--- src/vadc_pkg.sv ---
// Package with shared types and constants for the valve actuator duty command block.
package vadc_pkg;

    localparam int unsigned CMD_W    = 16;
    localparam int unsigned VOLT_W   = 16;
    localparam int unsigned DUTY_W   = 10;
    localparam int unsigned PWM_W    = 16;
    localparam int unsigned SCALE_W  = 6;
    localparam int unsigned DVD_W    = 27;
    localparam int unsigned DVS_W    = 24;
    localparam int unsigned IDX_W    = 3;
    localparam int unsigned CFG_W    = 8;
    localparam int unsigned DIV_STAGES = 5;

    localparam logic [DUTY_W-1:0] CMD_LIMIT   = 10'd1023;
    localparam logic [DUTY_W:0]   INVERT_BASE = 11'd1024;

    localparam logic [IDX_W-1:0] REG_LIN_COMP  = 3'd0;
    localparam logic [IDX_W-1:0] REG_REF_VOLT  = 3'd1;
    localparam logic [IDX_W-1:0] REG_VBATT_MIN = 3'd2;
    localparam logic [IDX_W-1:0] REG_VBATT_MAX = 3'd3;
    localparam logic [IDX_W-1:0] REG_DUTY_MIN  = 3'd4;
    localparam logic [IDX_W-1:0] REG_DUTY_MAX  = 3'd5;
    localparam logic [IDX_W-1:0] REG_INVERT    = 3'd6;
    localparam logic [IDX_W-1:0] REG_SCALE     = 3'd7;

    typedef struct packed {
        logic               lin_comp;
        logic [7:0]         ref_volt;
        logic [7:0]         vbatt_min;
        logic [7:0]         vbatt_max;
        logic [7:0]         duty_min;
        logic [7:0]         duty_max;
        logic               invert;
        logic [SCALE_W-1:0] scale;
    } t_cfg;

    typedef struct packed {
        logic              enable;
        logic              ign;
        logic              inh;
        logic              lin_comp;
        logic              vzero;
        logic              vneg;
        logic              ovf;
        logic [DUTY_W-1:0] cmd_lim;
    } t_ctl;

    typedef struct packed {
        logic [DVD_W-1:0]  rem;
        logic [DVS_W-1:0]  dvs;
        logic [DUTY_W-1:0] quo;
    } t_div;

endpackage

--- src/vadc_cfg.sv ---
// Configuration register file of the valve actuator duty command block.
module vadc_cfg (
    input  logic                        i_clk,
    input  logic                        i_rst_n,
    input  logic                        i_cfg_valid,
    output logic                        o_cfg_ready,
    input  logic [vadc_pkg::IDX_W-1:0]  i_cfg_index,
    input  logic [vadc_pkg::CFG_W-1:0]  i_cfg_data,
    output vadc_pkg::t_cfg              o_cfg
);
    import vadc_pkg::*;

    t_cfg r_cfg;

    assign o_cfg_ready = 1'b1;
    assign o_cfg       = r_cfg;

    always_ff @(posedge i_clk) begin
        if (!i_rst_n) begin
            r_cfg.lin_comp  <= 1'b0;
            r_cfg.ref_volt  <= 8'd0;
            r_cfg.vbatt_min <= 8'd0;
            r_cfg.vbatt_max <= 8'd0;
            r_cfg.duty_min  <= 8'd0;
            r_cfg.duty_max  <= 8'd255;
            r_cfg.invert    <= 1'b0;
            r_cfg.scale     <= SCALE_W'(1);
        end else if (i_cfg_valid) begin
            case (i_cfg_index)
                REG_LIN_COMP:  r_cfg.lin_comp  <= i_cfg_data[0];
                REG_REF_VOLT:  r_cfg.ref_volt  <= i_cfg_data;
                REG_VBATT_MIN: r_cfg.vbatt_min <= i_cfg_data;
                REG_VBATT_MAX: r_cfg.vbatt_max <= i_cfg_data;
                REG_DUTY_MIN:  r_cfg.duty_min  <= i_cfg_data;
                REG_DUTY_MAX:  r_cfg.duty_max  <= i_cfg_data;
                REG_INVERT:    r_cfg.invert    <= i_cfg_data[0];
                REG_SCALE:     r_cfg.scale     <= i_cfg_data[SCALE_W-1:0];
                default: ;
            endcase
        end
    end

endmodule

--- src/vadc_front.sv ---
// Front stages: enable window, dividend product and divider setup.
module vadc_front (
    input  logic                         i_clk,
    input  logic                         i_rst_n,
    input  logic                         i_en,
    input  vadc_pkg::t_cfg               i_cfg,
    input  logic                         i_valid,
    input  logic [vadc_pkg::CMD_W-1:0]   i_cmd,
    input  logic signed [vadc_pkg::VOLT_W-1:0] i_volt,
    input  logic                         i_ign,
    input  logic                         i_inh,
    output logic                         o_valid,
    output vadc_pkg::t_ctl               o_ctl,
    output vadc_pkg::t_div               o_div
);
    import vadc_pkg::*;

    logic                      r_v1;
    t_ctl                      r_ctl1;
    logic [DVD_W-1:0]          r_dvd1;
    logic [VOLT_W-1:0]         r_volt1;
    logic                      r_v2;
    t_ctl                      r_ctl2;
    t_div                      r_div2;

    logic signed [VOLT_W-1:0]  lo_thr;
    logic signed [VOLT_W-1:0]  hi_thr;
    logic [23:0]               prod;
    t_ctl                      n_ctl1;
    t_ctl                      n_ctl2;
    t_div                      n_div2;
    logic                      vpos;

    always_comb begin
        lo_thr = {5'd0, i_cfg.vbatt_min, 3'd0};
        hi_thr = {5'd0, i_cfg.vbatt_max, 3'd0};
        prod   = i_cmd * i_cfg.ref_volt;
        n_ctl1.enable   = (i_volt > lo_thr) && (i_volt < hi_thr);
        n_ctl1.ign      = i_ign;
        n_ctl1.inh      = i_inh;
        n_ctl1.lin_comp = i_cfg.lin_comp;
        n_ctl1.vzero    = (i_volt == '0);
        n_ctl1.vneg     = i_volt[VOLT_W-1];
        n_ctl1.ovf      = 1'b0;
        n_ctl1.cmd_lim  = (i_cmd > CMD_W'(CMD_LIMIT)) ? CMD_LIMIT : i_cmd[DUTY_W-1:0];
    end

    always_comb begin
        vpos       = !r_ctl1.vzero && !r_ctl1.vneg;
        n_ctl2     = r_ctl1;
        n_ctl2.ovf = vpos && (r_dvd1[DVD_W-1:DUTY_W] >= {2'd0, r_volt1[VOLT_W-2:0]});
        n_div2.rem = r_dvd1;
        n_div2.dvs = vpos ? {r_volt1[VOLT_W-2:0], 9'd0} : '0;
        n_div2.quo = '0;
    end

    always_ff @(posedge i_clk) begin
        if (!i_rst_n) begin
            r_v1 <= 1'b0;
            r_v2 <= 1'b0;
        end else if (i_en) begin
            r_v1 <= i_valid;
            r_v2 <= r_v1;
        end
    end

    always_ff @(posedge i_clk) begin
        if (i_en) begin
            r_ctl1  <= n_ctl1;
            r_dvd1  <= {prod, 3'd0};
            r_volt1 <= i_volt;
            r_ctl2  <= n_ctl2;
            r_div2  <= n_div2;
        end
    end

    assign o_valid = r_v2;
    assign o_ctl   = r_ctl2;
    assign o_div   = r_div2;

endmodule

--- src/vadc_div_step.sv ---
// One divider stage that resolves two quotient bits by restoring division.
module vadc_div_step (
    input  logic           i_clk,
    input  logic           i_rst_n,
    input  logic           i_en,
    input  logic           i_valid,
    input  vadc_pkg::t_ctl i_ctl,
    input  vadc_pkg::t_div i_div,
    output logic           o_valid,
    output vadc_pkg::t_ctl o_ctl,
    output vadc_pkg::t_div o_div
);
    import vadc_pkg::*;

    logic             r_valid;
    t_ctl             r_ctl;
    t_div             r_div;

    logic [DVD_W-1:0] d_hi;
    logic [DVD_W-1:0] d_lo;
    logic [DVD_W-1:0] rem_mid;
    logic             b_hi;
    logic             b_lo;
    t_div             n_div;

    always_comb begin
        d_hi    = {3'd0, i_div.dvs};
        b_hi    = (i_div.rem >= d_hi);
        rem_mid = b_hi ? (i_div.rem - d_hi) : i_div.rem;
        d_lo    = {4'd0, i_div.dvs[DVS_W-1:1]};
        b_lo    = (rem_mid >= d_lo);
        n_div.rem = b_lo ? (rem_mid - d_lo) : rem_mid;
        n_div.dvs = {2'd0, i_div.dvs[DVS_W-1:2]};
        n_div.quo = {i_div.quo[DUTY_W-3:0], b_hi, b_lo};
    end

    always_ff @(posedge i_clk) begin
        if (!i_rst_n) begin
            r_valid <= 1'b0;
        end else if (i_en) begin
            r_valid <= i_valid;
        end
    end

    always_ff @(posedge i_clk) begin
        if (i_en) begin
            r_ctl <= i_ctl;
            r_div <= n_div;
        end
    end

    assign o_valid = r_valid;
    assign o_ctl   = r_ctl;
    assign o_div   = r_div;

endmodule

--- src/vadc_back.sv ---
// Output stage: command selection, duty clamping, inversion, scaling and gating.
module vadc_back (
    input  logic                          i_clk,
    input  logic                          i_rst_n,
    input  logic                          i_en,
    input  vadc_pkg::t_cfg                i_cfg,
    input  logic                          i_valid,
    input  vadc_pkg::t_ctl                i_ctl,
    input  logic [vadc_pkg::DUTY_W-1:0]   i_quo,
    output logic                          o_valid,
    output logic                          o_drive_enable,
    output logic                          o_dormant_request,
    output logic [vadc_pkg::DUTY_W-1:0]   o_compensated_command,
    output logic [vadc_pkg::DUTY_W-1:0]   o_applied_duty,
    output logic [vadc_pkg::PWM_W-1:0]    o_pwm_command
);
    import vadc_pkg::*;

    logic              r_valid;
    logic              r_enable;
    logic              r_dormant;
    logic [DUTY_W-1:0] r_comp;
    logic [DUTY_W-1:0] r_applied;
    logic [PWM_W-1:0]  r_pwm;

    logic [DUTY_W-1:0] comp;
    logic [DUTY_W-1:0] lo;
    logic [DUTY_W-1:0] hi;
    logic [DUTY_W-1:0] d_floor;
    logic [DUTY_W-1:0] duty;
    logic [DUTY_W:0]   inv;
    logic [DUTY_W-1:0] applied;
    logic [PWM_W-1:0]  pwm;
    logic              dormant;

    always_comb begin
        if (!i_ctl.lin_comp) begin
            comp = i_ctl.cmd_lim;
        end else if (i_ctl.vzero || i_ctl.ovf) begin
            comp = CMD_LIMIT;
        end else if (i_ctl.vneg) begin
            comp = '0;
        end else begin
            comp = i_quo;
        end
        dormant = (comp == '0);
        lo      = {i_cfg.duty_min, 2'd0};
        hi      = {i_cfg.duty_max, 2'd0};
        d_floor = (comp < lo) ? lo : comp;
        if (!dormant && i_ctl.enable) begin
            duty = (d_floor > hi) ? hi : d_floor;
        end else begin
            duty = '0;
        end
        inv = INVERT_BASE - {1'b0, duty};
        if (i_cfg.invert) begin
            applied = inv[DUTY_W] ? CMD_LIMIT : inv[DUTY_W-1:0];
        end else begin
            applied = duty;
        end
        pwm = applied * i_cfg.scale;
        if (!i_ctl.ign || i_ctl.inh) begin
            pwm = '0;
        end
    end

    always_ff @(posedge i_clk) begin
        if (!i_rst_n) begin
            r_valid <= 1'b0;
        end else if (i_en) begin
            r_valid <= i_valid;
        end
    end

    always_ff @(posedge i_clk) begin
        if (i_en) begin
            r_enable  <= i_ctl.enable;
            r_dormant <= dormant;
            r_comp    <= comp;
            r_applied <= applied;
            r_pwm     <= pwm;
        end
    end

    assign o_valid               = r_valid;
    assign o_drive_enable        = r_enable;
    assign o_dormant_request     = r_dormant;
    assign o_compensated_command = r_comp;
    assign o_applied_duty        = r_applied;
    assign o_pwm_command         = r_pwm;

endmodule

--- src/valve_actuator_duty_command.sv ---
// Valve actuator duty command block: eight-stage pipeline from input transfer to result.
// Throughput is one item per cycle while the output is not stalled; the
// two-bit-per-stage divider chain sets the depth.
// A stall on the output holds every stage, so input is stalled only while a result waits.
// Synchronous active-low reset clears the valid bits and loads the register reset values.
module valve_actuator_duty_command (
    input  logic                          i_clk,
    input  logic                          i_rst_n,
    input  logic                          i_in_valid,
    output logic                          o_in_stall,
    input  logic [15:0]                   i_requested_command,
    input  logic signed [15:0]            i_battery_voltage,
    input  logic                          i_ignition_on,
    input  logic                          i_command_inhibit,
    output logic                          o_out_valid,
    input  logic                          i_out_stall,
    output logic                          o_drive_enable,
    output logic                          o_dormant_request,
    output logic [9:0]                    o_compensated_command,
    output logic [9:0]                    o_applied_duty,
    output logic [15:0]                   o_pwm_command,
    input  logic                          i_cfg_valid,
    output logic                          o_cfg_ready,
    input  logic [vadc_pkg::IDX_W-1:0]    i_cfg_index,
    input  logic [vadc_pkg::CFG_W-1:0]    i_cfg_data
);
    import vadc_pkg::*;

    t_cfg cfg;
    logic en;
    logic v_pipe   [DIV_STAGES+1];
    t_ctl ctl_pipe [DIV_STAGES+1];
    t_div div_pipe [DIV_STAGES+1];

    assign en         = !(o_out_valid && i_out_stall);
    assign o_in_stall = !en;

    vadc_cfg u_cfg (
        .i_clk       (i_clk),
        .i_rst_n     (i_rst_n),
        .i_cfg_valid (i_cfg_valid),
        .o_cfg_ready (o_cfg_ready),
        .i_cfg_index (i_cfg_index),
        .i_cfg_data  (i_cfg_data),
        .o_cfg       (cfg)
    );

    vadc_front u_front (
        .i_clk   (i_clk),
        .i_rst_n (i_rst_n),
        .i_en    (en),
        .i_cfg   (cfg),
        .i_valid (i_in_valid),
        .i_cmd   (i_requested_command),
        .i_volt  (i_battery_voltage),
        .i_ign   (i_ignition_on),
        .i_inh   (i_command_inhibit),
        .o_valid (v_pipe[0]),
        .o_ctl   (ctl_pipe[0]),
        .o_div   (div_pipe[0])
    );

    for (genvar g = 0; g < DIV_STAGES; g++) begin : g_div
        vadc_div_step u_step (
            .i_clk   (i_clk),
            .i_rst_n (i_rst_n),
            .i_en    (en),
            .i_valid (v_pipe[g]),
            .i_ctl   (ctl_pipe[g]),
            .i_div   (div_pipe[g]),
            .o_valid (v_pipe[g+1]),
            .o_ctl   (ctl_pipe[g+1]),
            .o_div   (div_pipe[g+1])
        );
    end

    vadc_back u_back (
        .i_clk                 (i_clk),
        .i_rst_n               (i_rst_n),
        .i_en                  (en),
        .i_cfg                 (cfg),
        .i_valid               (v_pipe[DIV_STAGES]),
        .i_ctl                 (ctl_pipe[DIV_STAGES]),
        .i_quo                 (div_pipe[DIV_STAGES].quo),
        .o_valid               (o_out_valid),
        .o_drive_enable        (o_drive_enable),
        .o_dormant_request     (o_dormant_request),
        .o_compensated_command (o_compensated_command),
        .o_applied_duty        (o_applied_duty),
        .o_pwm_command         (o_pwm_command)
    );

`ifndef ASSERT_OFF
    a_stall_only_when_held: assert property (@(posedge i_clk) disable iff (!i_rst_n)
        o_in_stall |-> (o_out_valid && i_out_stall))
        else $error("Input stalled without a held result.");

    a_idle_duty: assert property (@(posedge i_clk) disable iff (!i_rst_n)
        (o_out_valid && !o_drive_enable && !cfg.invert) |-> (o_applied_duty == '0))
        else $error("Duty not zero while drive is disabled.");

    a_ceiling: assert property (@(posedge i_clk) disable iff (!i_rst_n)
        (o_out_valid && o_drive_enable && !o_dormant_request && !cfg.invert)
        |-> (o_applied_duty <= {cfg.duty_max, 2'd0}))
        else $error("Applied duty above the ceiling.");

    a_dormant: assert property (@(posedge i_clk) disable iff (!i_rst_n)
        (o_out_valid && o_dormant_request && cfg.invert) |-> (o_applied_duty == CMD_LIMIT))
        else $error("Dormant command not inverted to full duty.");
`endif

endmodule
--- config.mk ---
export PLATFORM = sky130hd
export DESIGN_NAME = valve_actuator_duty_command
export DESIGN_NICKNAME = d
export VERILOG_FILES = /design/src/vadc_pkg.sv /design/src/vadc_cfg.sv /design/src/vadc_front.sv /design/src/vadc_div_step.sv /design/src/vadc_back.sv /design/src/valve_actuator_duty_command.sv
export SDC_FILE = /design/constraint.sdc
export NUM_CORES = 2
export LEC_CHECK = 0
export BUFFER_PORTS_ARGS = -buffer_cell sky130_fd_sc_hd__buf_2
export CAP_MARGIN = 20
export CORE_UTILIZATION = 40
export CTS_BUF_LIST = sky130_fd_sc_hd__clkbuf_8 sky130_fd_sc_hd__clkbuf_16
export CTS_CLUSTER_DIAMETER = 30
export DETAILED_ROUTE_END_ITERATION = 6
export PLACE_DENSITY = 0.63
export RECOVER_POWER = 50
export SLEW_MARGIN = 20
export SYNTH_ARGS = -nofsm -noshare
export SYNTH_HDL_FRONTEND = slang
export SYNTH_SLANG_ARGS = --single-unit
--- constraint.sdc ---
create_clock -name i_clk -period 45.8 [get_ports i_clk]
set_clock_uncertainty 0.05 [all_clocks]
set_input_delay 6.87 -clock i_clk [delete_from_list [all_inputs] [get_ports i_clk]]
set_output_delay 6.87 -clock i_clk [all_outputs]
set_load 0.01 [all_outputs]
==> metrics.md <==
| Metric | Value |
|---|---|
| Status | finished with violations |
| Failing checks | max-capacitance violations, max-slew violations |
| Chip width | 290 microns |
| Synth Area in Adders | 17.5% |
| Yosys cell types | 104 |
| Most common flop cell mapped by yosys | edfxtp_1 |
| Router iterations before antenna repair | 5 |
| Seq/Total Area, Yosys | 41.4% |
| DIE HEIGHT | 290 microns |
| Pin slew with the least headroom to its limit | 2480 ps |
| Synth Area in Simple Gates | 15.4% |
| Core Box Area | 82100 sq um |
| N_diodes | 0 |
| Mapped Cells | 3247 |
| Port Buffers | 89 |
| Compound-gate portion of the synthesized area | 14.7% |
| Gate power share | 46.2% |
| Via count | 24000 |
| Largest family of logic cells by synthesized area | adder cells |
| Slew Limit Fails | 175 |
| DRT iter0 DRCs | 1390 |
| Total track usage | 17.7% |
| Design area | 37600 sq um |
| Fin. Hold Viols | 0 |
| Post-DP Area | 34800 sq um |
| Final setup fails | 0 |
| Starting Density | 40.5% |
| Reg power frac | 26.7% |
| CTS Buffer Depth | 3 |
| Seq cells post-synth | 477 |
| Fin nets | 3797 |
| CTS clock-pin slew for the worst setup and hold paths | 50 ps |
| FF-to-FF Start | g_div[4].u_step.o_ctl[13] |
| Largest net degree at the start of global routing | 182 |
| Setup TNS | 0 ps |
| Drc violations | 0 |
| Row Count | 105 |
| Vias in the first global route | 23200 |
| Async SR Flop Fraction | 0% |
| Synthesis-to-finish area growth | 13.3% |
| Hpwl dp | 57000 microns |
| CP endpoint kind | primary output |
| Clk_lat worst skew | 620 ps |
| Switching Share | 37.7% |
| Worst Path Required | 38880 ps |
| Tmin final | 16530 ps |
| CTS root buf | clkbuf_16 |
| Int Pwr | 1460 uW |
| Number of CTS-inserted buffers | 88 |
| Hold_buf cts | 0 |
| Worst EP arrival | 9610 ps |
| Power share of the clock group | 27.1% |
| Clock H-tree levels | 3 |
| Synth Area in XOR/XNOR | 4.03% |
| Crit path max fanout | 56 |
| Initial antenna violation count | 0 |
| Avg Inst Size Synth | 10.2 sq um |
| GPL Wtd Cong | 0.885 |
| Net count after synthesis | 3686 |
| Routed WL | 74800 microns |
| Post-cts sizing count | 0 |
| Remaining antenna violation count after routing | 0 |
| VDD IR max | 0.0000320 V |
| Min-Delay Path Class | flip-flop to flip-flop |
| Final worst-path cycle share | 36.1% |
| Slew HR | -67.2% |
| Static Leak | 0.0155 uW |
| Routed WL per cell | 16.6 microns |
| RSZ-0062 raised after global routing | no |
| Synth warnings | 0 |
| CTS Sinks | 477 |
| Vias per cell | 5.33 |
| Die area | 84200 sq um |
| P_sw | 888 uW |
| Multiplexer share of the synthesized area | 2.34% |
| CTS tree | built |
| Cell Area, Synth | 33200 sq um |
| MaxCap Viol Count | 5 |
| First-pass GRT wire length | 121000 microns |
| CP startpoint | i_out_stall |
| Power Dens Cells | 62.5 nW/um^2 |
| Layout cells sized above 1 | 9.18% |
| Classification of the worst setup path | input port to primary output |
| Postcts setup bufs | 0 |
| GRT Residual Overflow | 0 |
| Hold Crit Start | g_div[1].u_step.o_div[1] |
| CP Launch Type | input port |
| I/O pin cnt | 91 |
| Fmax achieved | 0.0605 GHz |
| EDFF count, synth | 421 |
-- synth_stat cells, types with 25 or more instances --
cell type,n,area [sq um]
o21ai_0,141,706
xnor2_1,106,928
nand3_1,56,280
xor2_1,47,412
edfxtp_1,421,12600
nor3_1,85,425
a21boi_0,48,360
dfxtp_1,56,1120
nand2b_1,46,288
a211oi_1,33,248
and2_1,83,519
nand2_1,348,1310
nor4_1,25,156
a21o_1,41,308
nor2_1,187,702
mux2_2,44,495
nor2b_1,41,257
mux2i_1,28,280
fa_1,126,2520
ha_1,263,3290
o21a_1,58,435
inv_1,315,1180
a21oi_1,162,811
or3_1,36,225
clkbuf_1,59,221
nand4_1,38,238
o211ai_1,40,300
-- metrics by stage --
| stage | setup WS (ps) | total power (uW) | utilization, % | hold slack, ps | cells |
|---|---|---|---|---|---|
| 4_1_cts | 30690 | 2370 | 46.0 | 346 | 4502 |
| 2_1_floorplan | 19860 | 1480 | - | 350 | 3247 |
| 3_3_place_gp | 30730 | 1710 | 42.3 | 350 | 4338 |
| 5_1_grt | 28850 | 2520 | 45.8 | 354 | 4502 |
| 3_5_place_dp | 30690 | 1720 | 42.3 | 355 | 4338 |
| 6_report | 29270 | 2350 | 45.8 | 348 | 4502 |
-- cell usage in the layout, fill, tap and decap left out, types with 31 or more instances in the layout --
| master | count |
|---|---|
| edfxtp_1 | 421 |
| nand2_1 | 348 |
| inv_1 | 325 |
| ha_1 | 263 |
| nor2_1 | 187 |
| a21oi_1 | 163 |
| o21ai_0 | 145 |
| fa_1 | 126 |
| xnor2_1 | 106 |
| clkbuf_16 | 89 |
| nor3_1 | 86 |
| and2_1 | 80 |
| buf_2 | 75 |
| o21a_1 | 58 |
| nand3_1 | 56 |
| dfxtp_1 | 56 |
| a21boi_0 | 48 |
| xor2_1 | 47 |
| nand2b_1 | 46 |
| nor2b_1 | 41 |
| a21o_1 | 41 |
| o211ai_1 | 40 |
| nand4_1 | 38 |
| or3_1 | 36 |
| a211oi_1 | 33 |
| mux2_2 | 31 |
-- registers in the layout, summed over array words and instances (netlist names), 5 cells and up --
name and flops:
g_div.u_step.o_ctl 85, u_cfg.o_cfg 48, u_front.o_ctl 17, u_back.o_applied_duty 10
u_back.o_compensated_command 10, u_front.o_div 39, u_front.r_dvd1 24, u_back.o_pwm_command 16
u_front.n_ctl2 16, g_div.u_step.o_div 187, g_div.u_step.o_valid 5, u_front.r_volt1 15
-- per-layer routing --
metal	track usage [%]	share of wire [%]	wire length, microns	up-vias
met2	28.4	46	34500	466
met1	24.6	47	35300	11500
met4	5.23	2.3	1730	0
met3	2.88	4.3	3210	116
met5	0	0	0	-
li1	-	-	-	11900
-- kinds of logic after synthesis --
family,after synthesis
fa+ha+maj,389
mux,72
xor+xnor,153
simple gates,1038
compound gates,719
other cells,1
buf+inv,398
flops,477
-- final timing paths --
| check | endpoint | slack (ps) | depth (start not counted) |
|---|---|---|---|
| setup / recovery | o_in_stall | 29270 | 4 |
| hold / removal | g_div[2].u_step.o_div[3] | 350 | 0 |
| setup reg to reg | u_back.o_pwm_command[15] | 33000 | 33 |
| hold reg to reg | g_div[2].u_step.o_div[3] | 350 | 0 |
-- critical path: stages --
cell and delay (ps):
buf_2 100, nand2_1 1530, clkinv_1 750, buf_2 340
-- power groups by stage --
stage / Clock, uW / Combinational (uW) / Sequential (uW)
2_1_floorplan: 0 / 867 / 611
3_3_place_gp: 0 / 1080 / 634
3_5_place_dp: 0 / 1090 / 635
4_1_cts: 650 / 1100 / 627
5_1_grt: 670 / 1220 / 634
6_report: 637 / 1090 / 627
-- cell type report --
cell class / instances / area, sq um
clock buffers: 91 / 2250
clock inverters: 73 / 732
fillers: 7671 / 44500
inverters: 320 / 1200
multi-input cells: 2372 / 17900
flip-flops and latches: 477 / 13800
well taps: 1070 / 1340
repair buffers: 99 / 500
Power figures use the tool's default switching activity.
